## config.mk

```make
export PLATFORM = sky130hd
export DESIGN_NAME = sbiq_queue
export DESIGN_NICKNAME = d
export VERILOG_FILES = /design/src/design/sbiq_pkg.sv /design/src/design/sbiq_queue.sv
export VERILOG_INCLUDE_DIRS = /design/src /design/src/design
export SDC_FILE = /design/constraint.sdc
export NUM_CORES = 1
export LEC_CHECK = 0
export BUFFER_PORTS_ARGS = -buffer_cell sky130_fd_sc_hd__buf_4
export CELL_PAD_IN_SITES_DETAIL_PLACEMENT = 0
export CELL_PAD_IN_SITES_GLOBAL_PLACEMENT = 2
export CORE_MARGIN = 4
export CORE_UTILIZATION = 45
export DETAILED_ROUTE_END_ITERATION = 6
export HOLD_SLACK_MARGIN = 0.12
export PLACE_DENSITY_LB_ADDON = 0.1
export SLEW_MARGIN = 20
export SYNTH_ARGS = -nofsm -noshare
export SYNTH_HDL_FRONTEND = slang
export SYNTH_SLANG_ARGS = --single-unit
```

## constraint.sdc

```tcl
create_clock -name clock -period 5.9 [get_ports clock]
set_input_delay 1.77 -clock clock [delete_from_list [all_inputs] [get_ports clock]]
set_output_delay 1.77 -clock clock [all_outputs]
set_load 0.05 [all_outputs]
```

## src/design/single_bin_iq_amplitude_phase_macros.svh

```systemverilog
// Assertion macros shared by the single-bin I/Q meter modules.
`ifndef SINGLE_BIN_IQ_AMPLITUDE_PHASE_MACROS_SVH
`define SINGLE_BIN_IQ_AMPLITUDE_PHASE_MACROS_SVH

// Same-cycle implication, disabled while reset is high.
`define SBIQ_ASSERT_IMP(label, clk, rst, ante, cons) \
   label: assert property (@(posedge clk) disable iff (rst) (ante) |-> (cons)) \
      else $error("sbiq assertion failed");

// Next-cycle implication, disabled while reset is high.
`define SBIQ_ASSERT_NXT(label, clk, rst, ante, cons) \
   label: assert property (@(posedge clk) disable iff (rst) (ante) |=> (cons)) \
      else $error("sbiq assertion failed");

`endif

```

## src/design/sbiq_pkg.sv

```systemverilog
// Shared constants, types and table functions of the single-bin I/Q meter.
`default_nettype none
package sbiq_pkg;

   localparam int MAX_SAMPLES_DEF     = 16384;
   localparam int SINE_TABLE_BITS_DEF = 10;
   localparam int CORDIC_STEPS_DEF    = 16;

   localparam int RAW_W      = 16;
   localparam int MAG_W      = 24;
   localparam int DEG_W      = 16;
   localparam int CSR_IDX_W  = 8;
   localparam int CSR_DATA_W = 32;
   localparam int STEP_W     = 32;
   localparam int PERIOD_W   = 11;
   localparam int NPER_W     = 8;
   localparam int TOTAL_W    = 15;
   localparam int SPAN_W     = 18;
   localparam int SUM_W      = 48;
   localparam int SAMP_W     = 17;
   localparam int REF_W      = 16;
   localparam int PROD_W     = SAMP_W + REF_W;
   localparam int ENTRY_W    = 15;

   localparam int QDEPTH  = 4;
   localparam int QPTR_W  = $clog2(QDEPTH);
   localparam int QCNT_W  = $clog2(QDEPTH + 1);

   localparam logic [STEP_W-1:0]   PHASE_STEP_RST = 32'd143165577;
   localparam logic [PERIOD_W-1:0] PERIOD_RST     = 11'd30;
   localparam logic [NPER_W-1:0]   NPER_RST       = 8'd20;
   localparam logic [TOTAL_W-1:0]  TOTAL_RST      = 15'd660;

   localparam logic [PERIOD_W-1:0] PERIOD_MIN = 11'd4;
   localparam logic [PERIOD_W-1:0] PERIOD_MAX = 11'd1024;
   localparam logic [NPER_W-1:0]   NPER_MIN   = 8'd5;
   localparam logic [NPER_W-1:0]   NPER_MAX   = 8'd255;
   localparam logic [TOTAL_W-1:0]  TOTAL_MIN  = 15'd2;

   localparam longint GAIN_Q30      = 64'sd652032874;
   localparam int     MAG_SCALE_W   = 30;
   localparam logic [MAG_SCALE_W-1:0] MAG_SCALE_Q24 = 30'd1017171284;

   localparam int ATAN_ENTRIES = 24;
   localparam logic [31:0] ATAN_TURNS [ATAN_ENTRIES] = '{
      32'h20000000, 32'h12E4051E, 32'h09FB385B, 32'h051111D4, 32'h028B0D43,
      32'h0145D7E1, 32'h00A2F61E, 32'h00517C55, 32'h0028BE53, 32'h00145F2F,
      32'h000A2F98, 32'h000517CC, 32'h00028BE6, 32'h000145F3, 32'h0000A2FA,
      32'h0000517D, 32'h000028BE, 32'h0000145F, 32'h00000A30, 32'h00000518,
      32'h0000028C, 32'h00000146, 32'h000000A3, 32'h00000051
   };

   typedef enum logic [CSR_IDX_W-1:0] {
      CSR_PHASE_STEP = 8'd0,
      CSR_PERIOD     = 8'd1,
      CSR_NPERIODS   = 8'd2,
      CSR_TOTAL      = 8'd3
   } csr_idx_type;

   typedef struct packed {
      logic                      busy;
      logic [TOTAL_W-1:0]        first;
      logic [SPAN_W-1:0]         span;
      logic [TOTAL_W-1:0]        total;
   } window_type;

   typedef struct packed {
      logic signed [SUM_W-1:0]   i_sum;
      logic signed [SUM_W-1:0]   q_sum;
      logic                      window_ok;
      logic [SPAN_W-1:0]         span;
   } capture_type;

   // One quarter-wave sine entry in Q15, built by a rotation CORDIC at elaboration.
   function automatic logic [ENTRY_W-1:0] quarter_entry(input int j, input int stb,
                                                       input int steps);
      longint x;
      longint y;
      longint z;
      longint dx;
      longint dy;
      longint v;
      x = GAIN_Q30;
      y = 0;
      z = longint'(j) <<< (32 - stb);
      for (int i = 0; i < steps && i < ATAN_ENTRIES; i++) begin
         dx = y >>> i;
         dy = x >>> i;
         if (z >= 0) begin
            x = x - dx;
            y = y + dy;
            z = z - longint'(ATAN_TURNS[i]);
         end else begin
            x = x + dx;
            y = y - dy;
            z = z + longint'(ATAN_TURNS[i]);
         end
      end
      v = (y + 64'sd16384) >>> 15;
      if (v < 0) begin
         v = 0;
      end else if (v > 32767) begin
         v = 32767;
      end
      return v[ENTRY_W-1:0];
   endfunction

endpackage
`default_nettype wire

```

## src/design/sbiq_queue.sv

```systemverilog
// Short queue of finished capture sums between the front end and the back end.
`default_nettype none
module sbiq_queue (
   input  logic                        clock,
   input  logic                        reset,
   input  logic                        push,
   input  sbiq_pkg::capture_type       push_data,
   input  logic                        pop,
   output sbiq_pkg::capture_type       pop_data,
   output logic                        not_empty,
   output logic [sbiq_pkg::QCNT_W-1:0] count
);
   import sbiq_pkg::*;

`include "single_bin_iq_amplitude_phase_macros.svh"

   capture_type         mem [QDEPTH];
   logic [QPTR_W-1:0]   wr_ptr_ff;
   logic [QPTR_W-1:0]   rd_ptr_ff;
   logic [QCNT_W-1:0]   count_ff;

   always_ff @(posedge clock) begin
      if (push) begin
         mem[wr_ptr_ff] <= push_data;
      end
   end

   always_ff @(posedge clock) begin
      if (reset) begin
         wr_ptr_ff <= '0;
         rd_ptr_ff <= '0;
         count_ff  <= '0;
      end else begin
         if (push) begin
            wr_ptr_ff <= wr_ptr_ff + 1'b1;
         end
         if (pop) begin
            rd_ptr_ff <= rd_ptr_ff + 1'b1;
         end
         count_ff <= count_ff + QCNT_W'(push) - QCNT_W'(pop);
      end
   end

   assign pop_data  = mem[rd_ptr_ff];
   assign not_empty = count_ff != '0;
   assign count     = count_ff;

   `SBIQ_ASSERT_IMP(a_no_overflow, clock, reset, push, (count_ff < QCNT_W'(QDEPTH)) || pop)
   `SBIQ_ASSERT_IMP(a_no_underflow, clock, reset, pop, count_ff != '0)
   `SBIQ_ASSERT_NXT(a_count_up, clock, reset, push && !pop, count_ff == QCNT_W'($past(count_ff) + 1'b1))

endmodule
`default_nettype wire

```

======== After elaboration in Yosys (flattened, before gate mapping) ========
Memories as Yosys holds them, arrays and structs flattened. A register that Yosys moved wholly into a read port is not among the register bits.
Index checks and enable logic that the tools add are counted.
word-level totals
  word-level logic and storage cells ...... 13
  memories ................................ 1
  bits in writable memories ............... 460
  bits of input ports ..................... 119
  flip-flop bits (word level) ............. 7
memory list
  memory  words  width  read ports  clocked after Yosys merged registers in  wr ports  RTL line          text
  mem     4      115    1           1                                        1         sbiq_queue.sv:17  capture_type mem [QDEPTH];
operators by class
  reductions and logical operators ........ 1
  add/sub/neg operators ................... 4
  muxes and demuxes ....................... 4
operator list
  kind                 number
  $add 2x1->2 const B  2
  $mux 2               2
  $add 3x1->3          1
  $reduce_bool 3->1    1
  $sub 3x1->3          1
  $mux 1               2

======== Longest topological paths before layout ========
Gate-level depths: netlist of run 1.
  word-level depth ........................ 3
  mapped depth ............................ 7
  mapped depth without buffers ............ 7

======== Least setup slack after synthesis of run 1 ========
Ideal clock, no wire load.
  path type ............................... input to register
  from .................................... input push
  to ...................................... memory mem[0][0] in the netlist's numbering, enable pin
  slack ................................... 1.000 ns
  data required time ...................... 5.413 ns
  cell stages on the path ................. 1
  data arrival time ....................... 4.413 ns
  cell sequence ........................... and2_1
between the ends
  word-level cells in the longest chain between the ends .. 2
RTL lines
  what                          RTL line          text
  start: declaration            sbiq_queue.sv:6   input logic push,
  $mux 1                        sbiq_queue.sv:23  if (push) begin
  $mux 1 (implied by the code)  sbiq_queue.sv:24  mem[wr_ptr_ff] <= push_data;
  end: declaration              sbiq_queue.sv:17
No other way between the ends.

==> results.sh, run 1 <==
export IMPL_cts_root_buf="clkbuf_16"
export IMPL_powerDensity_nw_per_um2=375.3
export IMPL_synth_fp_nets=768
export IMPL_worst_r2r_cell_count=4
export IMPL_clkTransAtPathRegs_ns=0.06
export IMPL_crit_arrival_ns=2.59
export IMPL_ctsLongestPathBuffers=3
export IMPL_whs_ns=0.5313
export IMPL_syn_area_per_cell_um2=26.49
export IMPL_fillers=2819
export IMPL_cp_start_kind="flip-flop"
export IMPL_p_leak_nw=6.971
export IMPL_clock_fmax_mhz=229.1
export IMPL_nets=1035
export IMPL_skew_ns=0.008798
export IMPL_ys_seq_area_share_pct=82.30
export IMPL_cts_sinks=469
export IMPL_finalInstanceArea_um2=20860
export IMPL_tns_ns=0
export IMPL_p_seq_share_pct=49.5
export IMPL_synth_edff_count=460
export IMPL_drive_gt1_share_pct=45.72
export IMPL_internal_power_mw=5.851
export IMPL_ir_worst_vdd_mv=0.2601
export IMPL_worst_slack_ns=1.536
export IMPL_path_max_fanout=65
export IMPL_overflow=0
export IMPL_syn_area_um2=17000
export IMPL_vias=7494
export IMPL_wl_per_cell_um=22.95
export IMPL_dp_hpwl_mm=19.89
export IMPL_grt_pass1_wl_mm=50.49
export IMPL_relSlewSlack_pct=30.77
export IMPL_drc=0
export IMPL_rsz0062_at_grt="false"
export IMPL_maxCapViolations=0
export IMPL_combPwrFrac_pct=15.0
export IMPL_die_area_um2=40960
export IMPL_gp_congestion=0.7180
export IMPL_fp_dieW_um=202.4
export IMPL_row_count=70
export IMPL_coreArea_um2=36960
export IMPL_grtUsageTotal_pct=16.34
export IMPL_syn_inst=642
export IMPL_dpl_cell_area_um2=19400
export IMPL_drv_slew=0
export IMPL_cts_tree="done"
export IMPL_post_cts_buffers=0
export IMPL_swShare_pct=25.28
export IMPL_antenna_found_initial=2
export IMPL_synth_top_cell_area_share_pct=81.24
export IMPL_cts_resized=0
export IMPL_p_clk_share_pct=35.4
export IMPL_h_tree_depth=2
export IMPL_dieHeight_um=202.4
export IMPL_ys_warnings_count=0
export IMPL_ys_top_cells_by_area="edfxtp_1 81%, mux4_2 15%, dfxtp_1 1.1%"
export IMPL_setup_viol=0
export IMPL_ys_flop_type="edfxtp_1"
export IMPL_timing_final_crit_share_pct=73.97
export IMPL_antenna_left=0
export IMPL_whs_path_depth=2
export IMPL_fin_crit_ns=4.364
export IMPL_max_slew_worst_pin_slew_ns=1.039
export IMPL_power_switching_mw=1.980
export IMPL_endpoint_kind="output pin"
export IMPL_path_class="flip-flop to output pin"
export IMPL_drt_iter0_markers=339
export IMPL_hold_class="flip-flop to flip-flop"
export IMPL_grt_pass1_vias=8232
export IMPL_first_pass_iters=5
export IMPL_start_util_pct=46.01
export IMPL_clock_latency_ns=0.55
export IMPL_postCtsHoldBufs=0
export IMPL_ys_seq_elements=469
export IMPL_port_buffers=237
export IMPL_yosys_area_top_type="edfxtp_1"
export IMPL_routed_wl_mm=33.32
export IMPL_area_growth_pct=22.69
export IMPL_grt_max_degree=66
export IMPL_cts_buffers=47
export IMPL_critical_path_required_ns=4.13
export IMPL_synthDistinctLibCells=19
export IMPL_status="finished clean"
export IMPL_ios=238
export IMPL_post_route_util_pct=56.45
export IMPL_synth_async_reset_ratio_pct=0
export IMPL_pre_cts_ws_ns=2.105
export IMPL_viasPerCell=5.161
export IMPL_hold_viol=0
==> critical path, cell delays in order, from the launching register on <==
cell and delay [ns]:
dfxtp_4 0.84, buf_12 0.44, mux4_2 0.44, buf_4 0.22
==> registers in the layout, summed over array words and instances (netlist names), named ones only <==
signal	cells
mem	460
count	3
wr_ptr_ff	2
rd_ptr_ff	2
==> through the flow <==
stage	power (mW)	cells
2_1_floorplan	4.749	642
4_1_cts	7.938	1451
6_report	7.830	1452
3_3_place_gp	5.122	1364
5_1_grt	8.134	1451
3_5_place_dp	5.151	1364
==> synthesized netlist by cell type, types with 2 or more instances <==
cell type / n
buf_2: 13
buf_6: 7
dfxtp_1: 9
inv_1: 6
nor2_1: 5
mux4_2: 115
ha_1: 6
clkbuf_1: 6
nor2b_1: 2
edfxtp_1: 460
and2_1: 4
xnor2_1: 2
==> final timing paths <==
path / start / to / slack [ns]
worst max-delay path: flip-flop / pop_data[80] / 1.54
worst min-delay path: rd_ptr_ff[1] / flip-flop / 0.53
worst max register to register: wr_ptr_ff[0] / mem[2][4] / 3.67
worst min register to register: rd_ptr_ff[1] / flip-flop / 0.53
==> logic make-up after synthesis <==
family | count (synthesis) | share of synthesized area, %
DFF | 469 | 82.30
muxes | 116 | 15.29
buffers and inverters | 32 | 1.111
and+or+nand+nor | 13 | 0.4121
adders and majority gates | 7 | 0.5592
xor gates and xnor gates | 3 | 0.2428
AOI/OAI and AO/OA | 2 | 0.08827
==> area by class of cell <==
class / instances / area (um^2) / share of cell area, %
antenna: 1 / 2.502 / 0.01199
clock buffer: 59 / 1264 / 6.057
timing repair buffer: 244 / 1919 / 9.200
clock inverter: 28 / 191.4 / 0.9176
tap: 504 / 630.6 / 3.023
multi-input combinational: 141 / 2831 / 13.57
inverter: 6 / 22.52 / 0.1080
sequential: 469 / 14000 / 67.11
==> cell usage in the layout, fill, tap and decap left out, types with 4 or more instances in the layout <==
cell type,count
clkbuf_16,49
and2_4,4
clkinv_2,11
edfxtp_1,460
clkbuf_1,10
buf_12,7
nor2_1,5
ha_1,6
clkinv_1,10
mux4_2,115
buf_4,237
inv_1,6
clkinvlp_4,4
dfxtp_1,7
==> power groups by stage <==
stage | clock network [mW] | logic, mW | registers [mW]
finish | 2.78 | 1.18 | 3.88
global route | 3.00 | 1.24 | 3.89
CTS | 2.86 | 1.20 | 3.88
detailed placement | 0 | 1.20 | 3.95
global placement | 0 | 1.18 | 3.94
floorplan | 0 | 0.787 | 3.96
==> layer usage <==
metal / track usage, % / vias to the layer above / part of all wire (%)
li1: - / 3299 / -
met1: 21.88 / 3940 / 42
met2: 26.42 / 207 / 49
met3: 5.022 / 44 / 7.0
met4: 4.462 / 4 / 1.6
met5: 0 / - / 0.10
Power figures use the tool's default switching activity.
==> inputs of run 2 (changes only) <==
CORE_UTILIZATION = 41   (was 45)
clock period = 3.7 ns   (was 5.9 ns; I/O delays follow)
==> results.sh, run 2 (synthesized netlist as in run 1, its figures left out) <==
export IMPL_clkTransAtPathRegs_ns=0.06
export IMPL_drv_slew=0
export IMPL_area_growth_pct=23.08
export IMPL_powerDensity_nw_per_um2=591.4
export IMPL_max_slew_worst_pin_slew_ns=0.7202
export IMPL_power_switching_mw=3.117
export IMPL_clock_fmax_mhz=311.4
export IMPL_p_seq_share_pct=49.9
export IMPL_grt_max_degree=69
export IMPL_whs_ns=0.5317
export IMPL_slowest_delay_ns=0.58
export IMPL_path_max_fanout=44
export IMPL_grt_pass1_wl_mm=51.17
export IMPL_wl_per_cell_um=23.17
export IMPL_status="finished clean"
export IMPL_cts_root_buf="clkbuf_16"
export IMPL_row_count=74
export IMPL_crit_path_top_delay_cell="mux4_2"
export IMPL_endpoint_kind="output pin"
export IMPL_first_pass_iters=4
export IMPL_most_common_layout_cells="460 x edfxtp_1, 243 x buf_4, 115 x mux4_2"
export IMPL_cts_resized=0
export IMPL_swShare_pct=25.18
export IMPL_skew_ns=0.005331
export IMPL_fin_crit_ns=3.211
export IMPL_cts_tree="done"
export IMPL_antenna_found_initial=3
export IMPL_hold_viol=0
export IMPL_path_class="flip-flop to output pin"
export IMPL_critical_path_required_ns=2.59
export IMPL_antenna_left=0
export IMPL_dieHeight_um=211.7
export IMPL_grt_pass1_vias=8320
export IMPL_combPwrFrac_pct=15.4
export IMPL_ctsLongestPathBuffers=3
export IMPL_largest_reg_flops=460
export IMPL_grtUsageTotal_pct=15.28
export IMPL_cp_start_kind="flip-flop"
export IMPL_drc=0
export IMPL_fp_dieW_um=211.7
export IMPL_fillers=3263
export IMPL_clock_latency_ns=0.55
export IMPL_relSlewSlack_pct=51.99
export IMPL_timing_final_crit_share_pct=86.79
export IMPL_rsz0062_at_grt="false"
export IMPL_drt_iter0_markers=386
export IMPL_p_clk_share_pct=34.7
export IMPL_max_flop_register="mem"
export IMPL_coreArea_um2=40920
export IMPL_crit_arrival_ns=2.10
export IMPL_internal_power_mw=9.260
export IMPL_routed_wl_mm=34.36
export IMPL_seqCellArea_um2=14000
export IMPL_overflow=0
export IMPL_drive_gt1_share_pct=45.11
export IMPL_start_util_pct=41.55
export IMPL_p_leak_nw=6.989
export IMPL_n_antenna_cell=0
export IMPL_vias=7575
export IMPL_ios=238
export IMPL_h_tree_depth=2
export IMPL_multi_input_area_um2=2831
export IMPL_tns_ns=0
export IMPL_dp_hpwl_mm=20.73
export IMPL_nets=1046
export IMPL_gp_congestion=0.6970
export IMPL_place_inst=1401
export IMPL_cts_sinks=469
export IMPL_post_cts_buffers=0
export IMPL_final_cells=1483
export IMPL_maxCapViolations=0
export IMPL_crit_chain="buf_12 -> mux4_2 -> buf_4"
export IMPL_die_area_um2=44800
export IMPL_viasPerCell=5.108
export IMPL_setup_viol=0
export IMPL_cts_buffers=49
export IMPL_hold_class="flip-flop to flip-flop"
export IMPL_ir_worst_vdd_mv=0.4592
export IMPL_postCtsHoldBufs=0
export IMPL_final_common_cell="edfxtp_1"
export IMPL_post_route_util_pct=51.14
export IMPL_port_buffers=237
==> run 2: cell types whose count changed in the layout (fill, tap and decap cells not counted), sizes merged <==
cell | before | now
diode | 1 | 0
clkinvlp | 4 | 1
clkinv | 22 | 16
buf | 244 | 253
bufinv | 2 | 1
clkbuf | 59 | 64
==> run 2: metal layers <==
metal | track usage (%) | up-vias | part of all wire, % | wire, um
li1 | - | 3311 | - | -
met1 | 19.73 | 4012 | 40 | 13750
met2 | 25.74 | 195 | 51 | 17700
met3 | 3.912 | 53 | 6.3 | 2150
met4 | 4.798 | 4 | 2.1 | 728
met5 | 0 | - | 0.099 | 34
==> run 2: final timing paths <==
| path | startpoint | endpoint | slack, ns | cells past startpoint |
|---|---|---|---|---|
| hold reg to reg | rd_ptr_ff[0] | flip-flop | 0.53 | 2 |
| setup / recovery | flip-flop | pop_data[37] | 0.49 | 3 |
| hold / removal | rd_ptr_ff[0] | flip-flop | 0.53 | 2 |
| setup reg to reg | wr_ptr_ff[0] | mem[2][54] | 1.81 | 4 |
==> run 2: through the flow <==
stage | setup slack, ns | cell area (um^2) | power [mW]
6_report | 0.4889 | 20930 | 12.38
2_1_floorplan | 0.7298 | 17010 | 7.557
5_1_grt | 0.3651 | 20930 | 12.88
4_1_cts | 0.3944 | 20930 | 12.58
3_3_place_gp | 1.025 | 19550 | 8.192
3_5_place_dp | 1.018 | 19550 | 8.228
==> run 2: final cells by class <==
type,instances,share of cell area [%]
Clock inverter,18,0.4842
Tap cell,532,3.180
Inverter,6,0.1076
Sequential cell,469,66.90
Clock buffer,64,6.128
Multi-Input combinational cell,141,13.53
Timing Repair Buffer,253,9.673
==> run 2: power by group through the flow <==
stage / Combinational, mW / Sequential [mW] / Clock [mW]
2_1_floorplan: 1.26 / 6.30 / 0
3_3_place_gp: 1.92 / 6.27 / 0
3_5_place_dp: 1.94 / 6.29 / 0
4_1_cts: 1.94 / 6.18 / 4.46
5_1_grt: 2.00 / 6.19 / 4.68
6_report: 1.90 / 6.18 / 4.30
==> run 2: critical path: cells and delay by family (launching register included) <==
kind                   cells  cell delay, ns
flip-flops                 1            0.39
buffers and inverters      2            0.55
multiplexers               1            0.58
