### config.mk
export PLATFORM = sky130hd
export DESIGN_NAME = sbiq_window_flat
export DESIGN_NICKNAME = d
export VERILOG_FILES = /design/src/design/single_bin_iq_amplitude_phase_macros.svh /design/src/design/sbiq_pkg.sv /design/src/design/sbiq_if.sv /design/src/design/sbiq_window.sv /design/src/flat_wrapper.sv
export SDC_FILE = /design/constraint.sdc
export NUM_CORES = 1
export LEC_CHECK = 0
export BUFFER_PORTS_ARGS = -buffer_cell sky130_fd_sc_hd__buf_2
export CAP_MARGIN = 20
export CORE_MARGIN = 10
export CORE_UTILIZATION = 60
export CTS_CLUSTER_SIZE = 25
export DETAILED_ROUTE_END_ITERATION = 16
export PLACE_DENSITY_LB_ADDON = 0.1
export SYNTH_ARGS = -nofsm -noshare
export SYNTH_HDL_FRONTEND = slang
export SYNTH_SLANG_ARGS = --single-unit
export TNS_END_PERCENT = 100
### constraint.sdc
create_clock -name clock -period 6.3 [get_ports clock]
set_input_delay 1.26 -clock clock [delete_from_list [all_inputs] [get_ports clock]]
set_output_delay 1.26 -clock clock [all_outputs]
set_load 0.02 [all_outputs]
### src/design/single_bin_iq_amplitude_phase_macros.svh
// Assertion macros shared by the single-bin I/Q meter modules.
`ifndef SINGLE_BIN_IQ_AMPLITUDE_PHASE_MACROS_SVH
`define SINGLE_BIN_IQ_AMPLITUDE_PHASE_MACROS_SVH

// Same-cycle implication, disabled while reset is high.
`define SBIQ_ASSERT_IMP(label, clk, rst, ante, cons) \
   label: assert property (@(posedge clk) disable iff (rst) (ante) |-> (cons)) \
      else $error("sbiq assertion failed");

// Next-cycle implication, disabled while reset is high.
`define SBIQ_ASSERT_NXT(label, clk, rst, ante, cons) \
   label: assert property (@(posedge clk) disable iff (rst) (ante) |=> (cons)) \
      else $error("sbiq assertion failed");

`endif

### src/design/sbiq_pkg.sv
// Shared constants, types and table functions of the single-bin I/Q meter.
`default_nettype none
package sbiq_pkg;

   localparam int MAX_SAMPLES_DEF     = 16384;
   localparam int SINE_TABLE_BITS_DEF = 10;
   localparam int CORDIC_STEPS_DEF    = 16;

   localparam int RAW_W      = 16;
   localparam int MAG_W      = 24;
   localparam int DEG_W      = 16;
   localparam int CSR_IDX_W  = 8;
   localparam int CSR_DATA_W = 32;
   localparam int STEP_W     = 32;
   localparam int PERIOD_W   = 11;
   localparam int NPER_W     = 8;
   localparam int TOTAL_W    = 15;
   localparam int SPAN_W     = 18;
   localparam int SUM_W      = 48;
   localparam int SAMP_W     = 17;
   localparam int REF_W      = 16;
   localparam int PROD_W     = SAMP_W + REF_W;
   localparam int ENTRY_W    = 15;

   localparam int QDEPTH  = 4;
   localparam int QPTR_W  = $clog2(QDEPTH);
   localparam int QCNT_W  = $clog2(QDEPTH + 1);

   localparam logic [STEP_W-1:0]   PHASE_STEP_RST = 32'd143165577;
   localparam logic [PERIOD_W-1:0] PERIOD_RST     = 11'd30;
   localparam logic [NPER_W-1:0]   NPER_RST       = 8'd20;
   localparam logic [TOTAL_W-1:0]  TOTAL_RST      = 15'd660;

   localparam logic [PERIOD_W-1:0] PERIOD_MIN = 11'd4;
   localparam logic [PERIOD_W-1:0] PERIOD_MAX = 11'd1024;
   localparam logic [NPER_W-1:0]   NPER_MIN   = 8'd5;
   localparam logic [NPER_W-1:0]   NPER_MAX   = 8'd255;
   localparam logic [TOTAL_W-1:0]  TOTAL_MIN  = 15'd2;

   localparam longint GAIN_Q30      = 64'sd652032874;
   localparam int     MAG_SCALE_W   = 30;
   localparam logic [MAG_SCALE_W-1:0] MAG_SCALE_Q24 = 30'd1017171284;

   localparam int ATAN_ENTRIES = 24;
   localparam logic [31:0] ATAN_TURNS [ATAN_ENTRIES] = '{
      32'h20000000, 32'h12E4051E, 32'h09FB385B, 32'h051111D4, 32'h028B0D43,
      32'h0145D7E1, 32'h00A2F61E, 32'h00517C55, 32'h0028BE53, 32'h00145F2F,
      32'h000A2F98, 32'h000517CC, 32'h00028BE6, 32'h000145F3, 32'h0000A2FA,
      32'h0000517D, 32'h000028BE, 32'h0000145F, 32'h00000A30, 32'h00000518,
      32'h0000028C, 32'h00000146, 32'h000000A3, 32'h00000051
   };

   typedef enum logic [CSR_IDX_W-1:0] {
      CSR_PHASE_STEP = 8'd0,
      CSR_PERIOD     = 8'd1,
      CSR_NPERIODS   = 8'd2,
      CSR_TOTAL      = 8'd3
   } csr_idx_type;

   typedef struct packed {
      logic                      busy;
      logic [TOTAL_W-1:0]        first;
      logic [SPAN_W-1:0]         span;
      logic [TOTAL_W-1:0]        total;
   } window_type;

   typedef struct packed {
      logic signed [SUM_W-1:0]   i_sum;
      logic signed [SUM_W-1:0]   q_sum;
      logic                      window_ok;
      logic [SPAN_W-1:0]         span;
   } capture_type;

   // One quarter-wave sine entry in Q15, built by a rotation CORDIC at elaboration.
   function automatic logic [ENTRY_W-1:0] quarter_entry(input int j, input int stb,
                                                       input int steps);
      longint x;
      longint y;
      longint z;
      longint dx;
      longint dy;
      longint v;
      x = GAIN_Q30;
      y = 0;
      z = longint'(j) <<< (32 - stb);
      for (int i = 0; i < steps && i < ATAN_ENTRIES; i++) begin
         dx = y >>> i;
         dy = x >>> i;
         if (z >= 0) begin
            x = x - dx;
            y = y + dy;
            z = z - longint'(ATAN_TURNS[i]);
         end else begin
            x = x + dx;
            y = y - dy;
            z = z + longint'(ATAN_TURNS[i]);
         end
      end
      v = (y + 64'sd16384) >>> 15;
      if (v < 0) begin
         v = 0;
      end else if (v > 32767) begin
         v = 32767;
      end
      return v[ENTRY_W-1:0];
   endfunction

endpackage
`default_nettype wire

### src/design/sbiq_if.sv
// Handshake channels of the single-bin I/Q meter: samples, results and register writes.
`default_nettype none


interface sbiq_csr_if;
   logic                              valid;
   logic                              ready;
   logic [sbiq_pkg::CSR_IDX_W-1:0]    index;
   logic [sbiq_pkg::CSR_DATA_W-1:0]   data;
   modport source (output valid, output index, output data, input ready);
   modport sink (input valid, input index, input data, output ready);
endinterface
`default_nettype wire

### src/design/sbiq_window.sv
// Configuration registers and the sequential computation of the correlation window.
`default_nettype none
module sbiq_window #(
   parameter int MAX_SAMPLES = sbiq_pkg::MAX_SAMPLES_DEF
) (
   input  logic                            clock,
   input  logic                            reset,
   sbiq_csr_if.sink                        csr,
   output logic [sbiq_pkg::STEP_W-1:0]     phase_step,
   output sbiq_pkg::window_type            win
);
   import sbiq_pkg::*;

   localparam int CLAMP_W = TOTAL_W + 2;
   localparam logic [CLAMP_W-1:0] TOTAL_MAX = CLAMP_W'(MAX_SAMPLES);
   localparam int DIV_CNT_W = $clog2(TOTAL_W);

   typedef enum logic [2:0] {W_LOAD, W_CHECK, W_DIV, W_MUL, W_DONE} state_type;

   logic [STEP_W-1:0]   phase_step_ff;
   logic [PERIOD_W-1:0] period_ff;
   logic [NPER_W-1:0]   nper_ff;
   logic [TOTAL_W-1:0]  total_ff;

   state_type           state_ff;
   logic [PERIOD_W-1:0] p_ff;
   logic [TOTAL_W-1:0]  t_ff;
   logic [SPAN_W-1:0]   span_ff;
   logic [TOTAL_W-1:0]  num_ff;
   logic [PERIOD_W-1:0] rem_ff;
   logic [TOTAL_W-1:0]  quo_ff;
   logic [DIV_CNT_W-1:0] cnt_ff;
   logic [TOTAL_W-1:0]  first_ff;

   logic                write;
   logic [PERIOD_W-1:0] p_c;
   logic [NPER_W-1:0]   n_c;
   logic [TOTAL_W-1:0]  t_c;
   logic [PERIOD_W:0]   rem_shift;
   logic                rem_ge;
   logic                fits;

   assign csr.ready = 1'b1;
   assign write     = csr.valid;

   always_ff @(posedge clock) begin
      if (reset) begin
         phase_step_ff <= PHASE_STEP_RST;
         period_ff     <= PERIOD_RST;
         nper_ff       <= NPER_RST;
         total_ff      <= TOTAL_RST;
      end else if (write) begin
         unique case (csr_idx_type'(csr.index))
            CSR_PHASE_STEP: phase_step_ff <= csr.data[STEP_W-1:0];
            CSR_PERIOD:     period_ff     <= csr.data[PERIOD_W-1:0];
            CSR_NPERIODS:   nper_ff       <= csr.data[NPER_W-1:0];
            CSR_TOTAL:      total_ff      <= csr.data[TOTAL_W-1:0];
            default: ;
         endcase
      end
   end

   always_comb begin
      p_c = (period_ff < PERIOD_MIN) ? PERIOD_MIN :
            ((period_ff > PERIOD_MAX) ? PERIOD_MAX : period_ff);
      n_c = (nper_ff < NPER_MIN) ? NPER_MIN : nper_ff;
      if (total_ff < TOTAL_MIN) begin
         t_c = TOTAL_MIN;
      end else if ({2'b00, total_ff} > TOTAL_MAX) begin
         t_c = TOTAL_MAX[TOTAL_W-1:0];
      end else begin
         t_c = total_ff;
      end
      rem_shift = {rem_ff, num_ff[TOTAL_W-1]};
      rem_ge    = rem_shift >= {1'b0, p_ff};
      fits      = ({1'b0, t_ff} > {5'd0, p_ff}) &&
                  ((span_ff - 1'b1) < SPAN_W'({1'b0, t_ff} - {5'd0, p_ff}));
   end

   // The window starts at the first multiple of the period that is at least
   // (total - period) - (span - 1), so the division runs on total - span.
   always_ff @(posedge clock) begin
      if (reset || write) begin
         state_ff <= W_LOAD;
      end else begin
         unique case (state_ff)
            W_LOAD: begin
               p_ff     <= p_c;
               t_ff     <= t_c;
               span_ff  <= SPAN_W'(n_c) * SPAN_W'(p_c);
               state_ff <= W_CHECK;
            end
            W_CHECK: begin
               num_ff <= TOTAL_W'({3'd0, t_ff} - span_ff);
               rem_ff <= '0;
               quo_ff <= '0;
               cnt_ff <= '0;
               if (fits) begin
                  state_ff <= W_DIV;
               end else begin
                  first_ff <= '0;
                  state_ff <= W_DONE;
               end
            end
            W_DIV: begin
               rem_ff <= rem_ge ? PERIOD_W'(rem_shift - {1'b0, p_ff}) : rem_shift[PERIOD_W-1:0];
               quo_ff <= {quo_ff[TOTAL_W-2:0], rem_ge};
               num_ff <= {num_ff[TOTAL_W-2:0], 1'b0};
               cnt_ff <= cnt_ff + 1'b1;
               if (cnt_ff == DIV_CNT_W'(TOTAL_W - 1)) begin
                  state_ff <= W_MUL;
               end
            end
            W_MUL: begin
               first_ff <= TOTAL_W'(quo_ff * TOTAL_W'(p_ff));
               state_ff <= W_DONE;
            end
            W_DONE: state_ff <= W_DONE;
            default: state_ff <= W_LOAD;
         endcase
      end
   end

   assign phase_step = phase_step_ff;
   assign win.busy   = state_ff != W_DONE;
   assign win.first  = first_ff;
   assign win.span   = span_ff;
   assign win.total  = t_ff;

endmodule
`default_nettype wire

### src/flat_wrapper.sv
// flat-port wrapper written by rule: the top's interface ports become plain ports
module sbiq_window_flat import sbiq_pkg::*;
#(
   parameter int MAX_SAMPLES = sbiq_pkg::MAX_SAMPLES_DEF
)
  (clock, reset, phase_step, win, csr_valid, csr_index, csr_data, csr_ready);
  sbiq_csr_if csr_i ();
  input  logic clock;
  input  logic reset;
  output logic [sbiq_pkg::STEP_W-1:0] phase_step;
  output sbiq_pkg::window_type win;
  input wire logic [$bits(csr_i.valid)-1:0] csr_valid;
  input wire logic [$bits(csr_i.index)-1:0] csr_index;
  input wire logic [$bits(csr_i.data)-1:0] csr_data;
  output wire logic [$bits(csr_i.ready)-1:0] csr_ready;
  assign csr_i.valid = csr_valid;
  assign csr_i.index = csr_index;
  assign csr_i.data = csr_data;
  assign csr_ready = csr_i.ready;
  sbiq_window #(.MAX_SAMPLES(MAX_SAMPLES)) u_core (.clock(clock), .reset(reset), .csr(csr_i), .phase_step(phase_step), .win(win));
endmodule
After elaboration in Yosys (flattened, before gate mapping)
Index checks and enable logic that the tools add are counted.
{"block": "classes", "n_addsub": 5, "mul": 2, "magnitude_cmp": 8, "eq_ne": 11, "mux": 14, "n_bitwise": 1, "reduce_logical": 15}
{"cell": "$pmux 15 s2", "count": 3}
{"cell": "$mux 11", "count": 3}
{"cell": "$mux 15", "count": 2}
{"cell": "$pmux 11 s2", "count": 1}
{"cell": "$lt 18x18->1", "count": 1}
{"cell": "$mul 8x11->18", "count": 1}
{"cell": "$sub 18x1->18 const B", "count": 1}
{"cell": "$eq 8x2->1 const B", "count": 2}
{"cell": "$sub 15x11->16", "count": 1}
{"cell": "$gt 15x11->1", "count": 1}
{"cell": "$gt 15x15->1 const B", "count": 1}
{"cell": "$lt 15x2->1 const B", "count": 1}
{"cell": "$mul 15x11->15", "count": 1}
{"cell": "$sub 15x15->15", "count": 1}
{"cell": "$ge 12x11->1", "count": 1}
{"cell": "$pmux 3 s4", "count": 1}
{"cell": "$reduce_and 2->1", "count": 6}
{"cell": "$gt 11x11->1 const B", "count": 1}
{"cell": "$lt 11x3->1 const B", "count": 1}
{"cell": "$sub 11x11->11", "count": 1}
{"cell": "$eq 8x1->1 const B", "count": 1}
{"cell": "$logic_not 8->1", "count": 1}
{"cell": "$lt 8x3->1 const B", "count": 1}
{"cell": "$mux 8", "count": 1}
{"cell": "17 further kinds", "count": 21}
{"block": "totals", "regBits": 173, "in_bits": 43, "elab_cells": 70}

Depth between registers and ports, before layout
{"block": "depth", "depth_word": 5, "mapped_depth": 21, "ltp_nobuf": 21}

Worst setup path before layout
No wires, ideal clock.
{"block": "synth_timing", "path_type": "flip-flop to flip-flop", "start": "reg u_core.period_ff[6]", "end": "reg u_core.span_ff[17], data pin", "setup_time_ps": 266, "t_arrival_ps": 5101, "required_time_ps": 6034, "slack_ps": 933, "path_stages_with_launch": 22, "path_buffers": 0, "path_cell_list": "dfxtp_1 -> or4_1 -> nor4_1 -> a21oi_1 -> nand2_1 -> inv_1 -> nand2_1 -> fa_1 -> fa_1 -> inv_1 -> fa_1 -> inv_1 -> fa_1 -> inv_1 -> ha_1 -> o21a_1 -> o31a_1 -> o21ai_0 -> a221o_1 -> a21oi_1 -> mux2i_1 -> nand4_1"}
{"block": "synth_between", "elab_chain_len": 4}
{"element": "start, declared", "line": "sbiq_window.sv:21", "rtl": "logic [PERIOD_W-1:0] period_ff;"}
{"element": "start signal, assigned", "line": "sbiq_window.sv:55", "rtl": "CSR_PERIOD: period_ff <= csr.data[PERIOD_W-1:0];"}
{"element": "$gt 11x11->1", "line": "sbiq_window.sv:65", "rtl": "((period_ff > PERIOD_MAX) ? PERIOD_MAX : period_ff);"}
{"element": "$mux 11", "line": "sbiq_window.sv:65"}
{"element": "$mux 11 (*)", "line": "sbiq_window.sv:64", "rtl": "p_c = (period_ff < PERIOD_MIN) ? PERIOD_MIN :"}
{"element": "net u_core.p_c[1]", "line": "sbiq_window.sv:36", "rtl": "logic [PERIOD_W-1:0] p_c;"}
{"element": "$mul 8x11->18 (*)", "line": "sbiq_window.sv:90", "rtl": "span_ff <= SPAN_W'(n_c) * SPAN_W'(p_c);"}
{"element": "end signal, assigned", "line": "sbiq_window.sv:90"}
{"element": "end, declared", "line": "sbiq_window.sv:28", "rtl": "logic [SPAN_W-1:0] span_ff;"}
The timed path passes the listed nets; every way through them passes the cells marked *.
A chain may end at the register's enable or synchronous reset.

Worst setup path in the final report
Ends and elaborated chain as after synthesis.

==> reports/qor.yml <==
run_status:
  outcome: "finished, final reports clean"
global_routing:
  overflow: 0
  track_usage: 0.2348
  grt_max_degree: 68
  grt_pass1_vias: 11360
  grt_pass1_wl_mm: 58.86
  antenna_found_initial: 0
floorplan:
  fp.coreArea_um2: 24110
  ios: 125
  die_x_um: 176.0
  start_util: 0.6058
  die_area_um2: 30980
  die_h_um: 176.0
  core.rowCount: 57
setup_path:
  endpoint_kind: "flip-flop"
  crit_type: "flip-flop to flip-flop"
  worst_setup_path_start_kind: "flip-flop"
  required_ps: 6490
  rrSetupSlack_ps: 390
  cp.arrival_ps: 6100
  crit_path_max_fanout: 8
clock_tree:
  cts.clk_slew.worst_paths_ps: 90
  root_buffer: "clkbuf_16"
  postCtsSetupRepairBufs: 0
  cts_resized: 0
  cts_tree: "built"
  htree_levels: 4
  cts.sinks: 173
  clock_latency_ps: 450
  clockBufferDepth: 2
  cts_buffers: 17
  cts_hold_buf: 0
sta:
  rsz0062_at_grt: "no"
  worst_slew_margin_rel: 0.3478
  drv_slew: 0
  fin_crit_ps: 5910
  fmax_mhz: 169.2
  setup_viol: 0
  hold_viol: 0
  fin_crit_sh: 0.9381
  worstMarginPinSlew_ps: 975.4
  fin_setup_tns_ps: 0
  skew_ps: 15.89
worst_hold_path:
  min_path_type: "flip-flop to flip-flop"
flow_run:
  cap_viol_max_count: 0
route:
  drt-initial-drc-count: 828
  antenna_left: 0
  vias: 11180
  wl_mm: 35.28
  viasPerCell: 5.542
  dr.pass1.iters: 7
  drc_errors: 0
  detail_route.wl_per_cell_um: 17.49
logic_synthesis:
  seq_area_frac_synth: 0.3084
  ys_ff_latch: 173
  avgSynthCellArea_um2: 9.226
  synth-edff-count: 104
  yosys-top-cells-area: "edfxtp_1 21%, fa_1 17%, ha_1 11%"
  synth_nets: 1873
  synth_cell_types: 61
  synth_common_cells: "232 x nand2_1, 197 x inv_1, 125 x ha_1"
  ys_async_sr_fraction: 0
  synth_top_area_share: 0.2138
  synth_ff_type: "edfxtp_1"
  synth_area_um2: 14600
  yosysTopAreaCell: "edfxtp_1"
  netlist_instances: 1583
  yosysWarnings: 0
  synth.most_common_cell: "nand2_1"
layout:
  final_area_um2: 16150
  drive_gt1_frac: 0.1057
  syn_to_final_growth_pct: 10.60
  utilization: 0.6700
  nNetsFinal: 1970
  diodes: 0
placed_design:
  io_buffers: 123
  placed_area_um2: 15480
  place_hpwl_mm: 27.40
  place.gp.congestion: 0.9528
pwr:
  peakVddDrop_mv: 0.1875
  p_leak_nw: 7.440
  power_density_nw_per_um2: 187.2
==> registers in the layout, summed over array words and instances, names as in the netlist <==
signal and count:
u_core.total_ff 15, u_core.first_ff 15, u_core.phase_step 32, u_core.rem_ff 11, u_core.t_ff 15, u_core.num_ff 15, u_core.quo_ff 15, u_core.period_ff 11
u_core.state_ff 3, u_core.cnt_ff 4, u_core.span_ff 18, u_core.nper_ff 8, u_core.p_ff 11
==> layout make-up <==
| cell class | count | area [um^2] |
|---|---|---|
| well taps | 324 | 405.4 |
| inverters | 198 | 743.2 |
| repair buffers | 133 | 718.2 |
| flip-flops and latches | 173 | 4504 |
| clock inverters | 15 | 227.7 |
| clock buffers | 17 | 425.4 |
| multi-input cells | 1157 | 9128 |
| fillers | 1998 | 7954 |
==> power by group <==
part,internal [mW],leakage [nW],switching (mW)
logic,0.280,5.62,0.343
registers,1.21,1.51,0.0251
clock network,0.571,0.314,0.592
total,2.06,7.44,0.960
==> worst max-delay path: stages, from the launching register on <==
cell and delay (ps):
dfxtp_1 330, or4_1 520, nor4_1 330, a21oi_1 250
nand2_1 190, inv_1 90, nand2_1 90, fa_1 460
fa_1 540, inv_1 50, fa_1 530, inv_1 50
fa_1 520, inv_1 40, ha_1 330, o21a_1 150
o31a_1 140, o21ai_0 130, a221o_1 340, a21oi_1 250
mux2i_1 230, nand4_1 90
==> metal layers <==
metal	global-route usage	vias to the layer above	share of wire
met5	0	-	0
met4	0.07806	0	0.028
met3	0.04742	77	0.064
met2	0.3901	351	0.48
met1	0.3016	5372	0.43
li1	-	5379	-
==> cells in the final DEF, fill, tap and decap left out, types with 10 or more instances in the layout <==
cell type | netlist | routed
edfxtp_1 | 104 | 104
fa_1 | 122 | 122
ha_1 | 125 | 125
mux2i_1 | 17 | 17
inv_1 | 197 | 197
xor2_1 | 28 | 28
buf_2 | 4 | 123
o21ai_0 | 37 | 37
and2_1 | 106 | 106
o31ai_1 | 10 | 10
nand2_1 | 232 | 232
xnor2_1 | 60 | 60
nand3_1 | 17 | 17
o21a_1 | 11 | 11
nor2_1 | 107 | 106
nand3b_1 | 18 | 18
and3_1 | 13 | 13
a211oi_1 | 10 | 10
a21o_1 | 15 | 15
a21oi_1 | 90 | 90
nor3_1 | 28 | 27
nor2b_1 | 21 | 21
nand2b_1 | 21 | 21
dfxtp_1 | 69 | 69
clkbuf_16 | 0 | 17
==> stage by stage <==
| stage | power [mW] | hold WS [ps] | setup WS, ps | instances |
|---|---|---|---|---|
| after floorplan | 1.738 | 439.3 | 932.8 | 1583 |
| after global placement | 1.867 | 434.5 | 537.2 | 1983 |
| after detailed placement | 1.881 | 441.9 | 477.4 | 1984 |
| after CTS | 3.042 | 455.3 | 436.7 | 2016 |
| after global routing | 3.175 | 474.2 | 19.58 | 2017 |
| final | 3.024 | 452.9 | 390.2 | 2017 |
==> path summary, 6_finish.rpt <==
kind,start,to,cells after the start
max,u_core.period_ff[6],u_core.span_ff[17],21
min,u_core.phase_step[2],u_core.phase_step[2],2
max reg2reg,u_core.period_ff[6],u_core.span_ff[17],21
min reg2reg,u_core.phase_step[2],u_core.phase_step[2],2
==> cell families (layout without fill, tap and decap cells) <==
kind of cell	Yosys count	count (layout)	synth area share
AOI/OAI and AO/OA	198	198	0.08156
xor gates and xnor gates	88	88	0.05278
adders and majority gates	247	247	0.2743
buffers and inverters	253	363	0.06820
DFF	173	173	0.3084
muxes	18	18	0.01242
other	1	1	0.0002568
and+or+nand+nor	605	605	0.2020
Power figures use the tool's default switching activity.
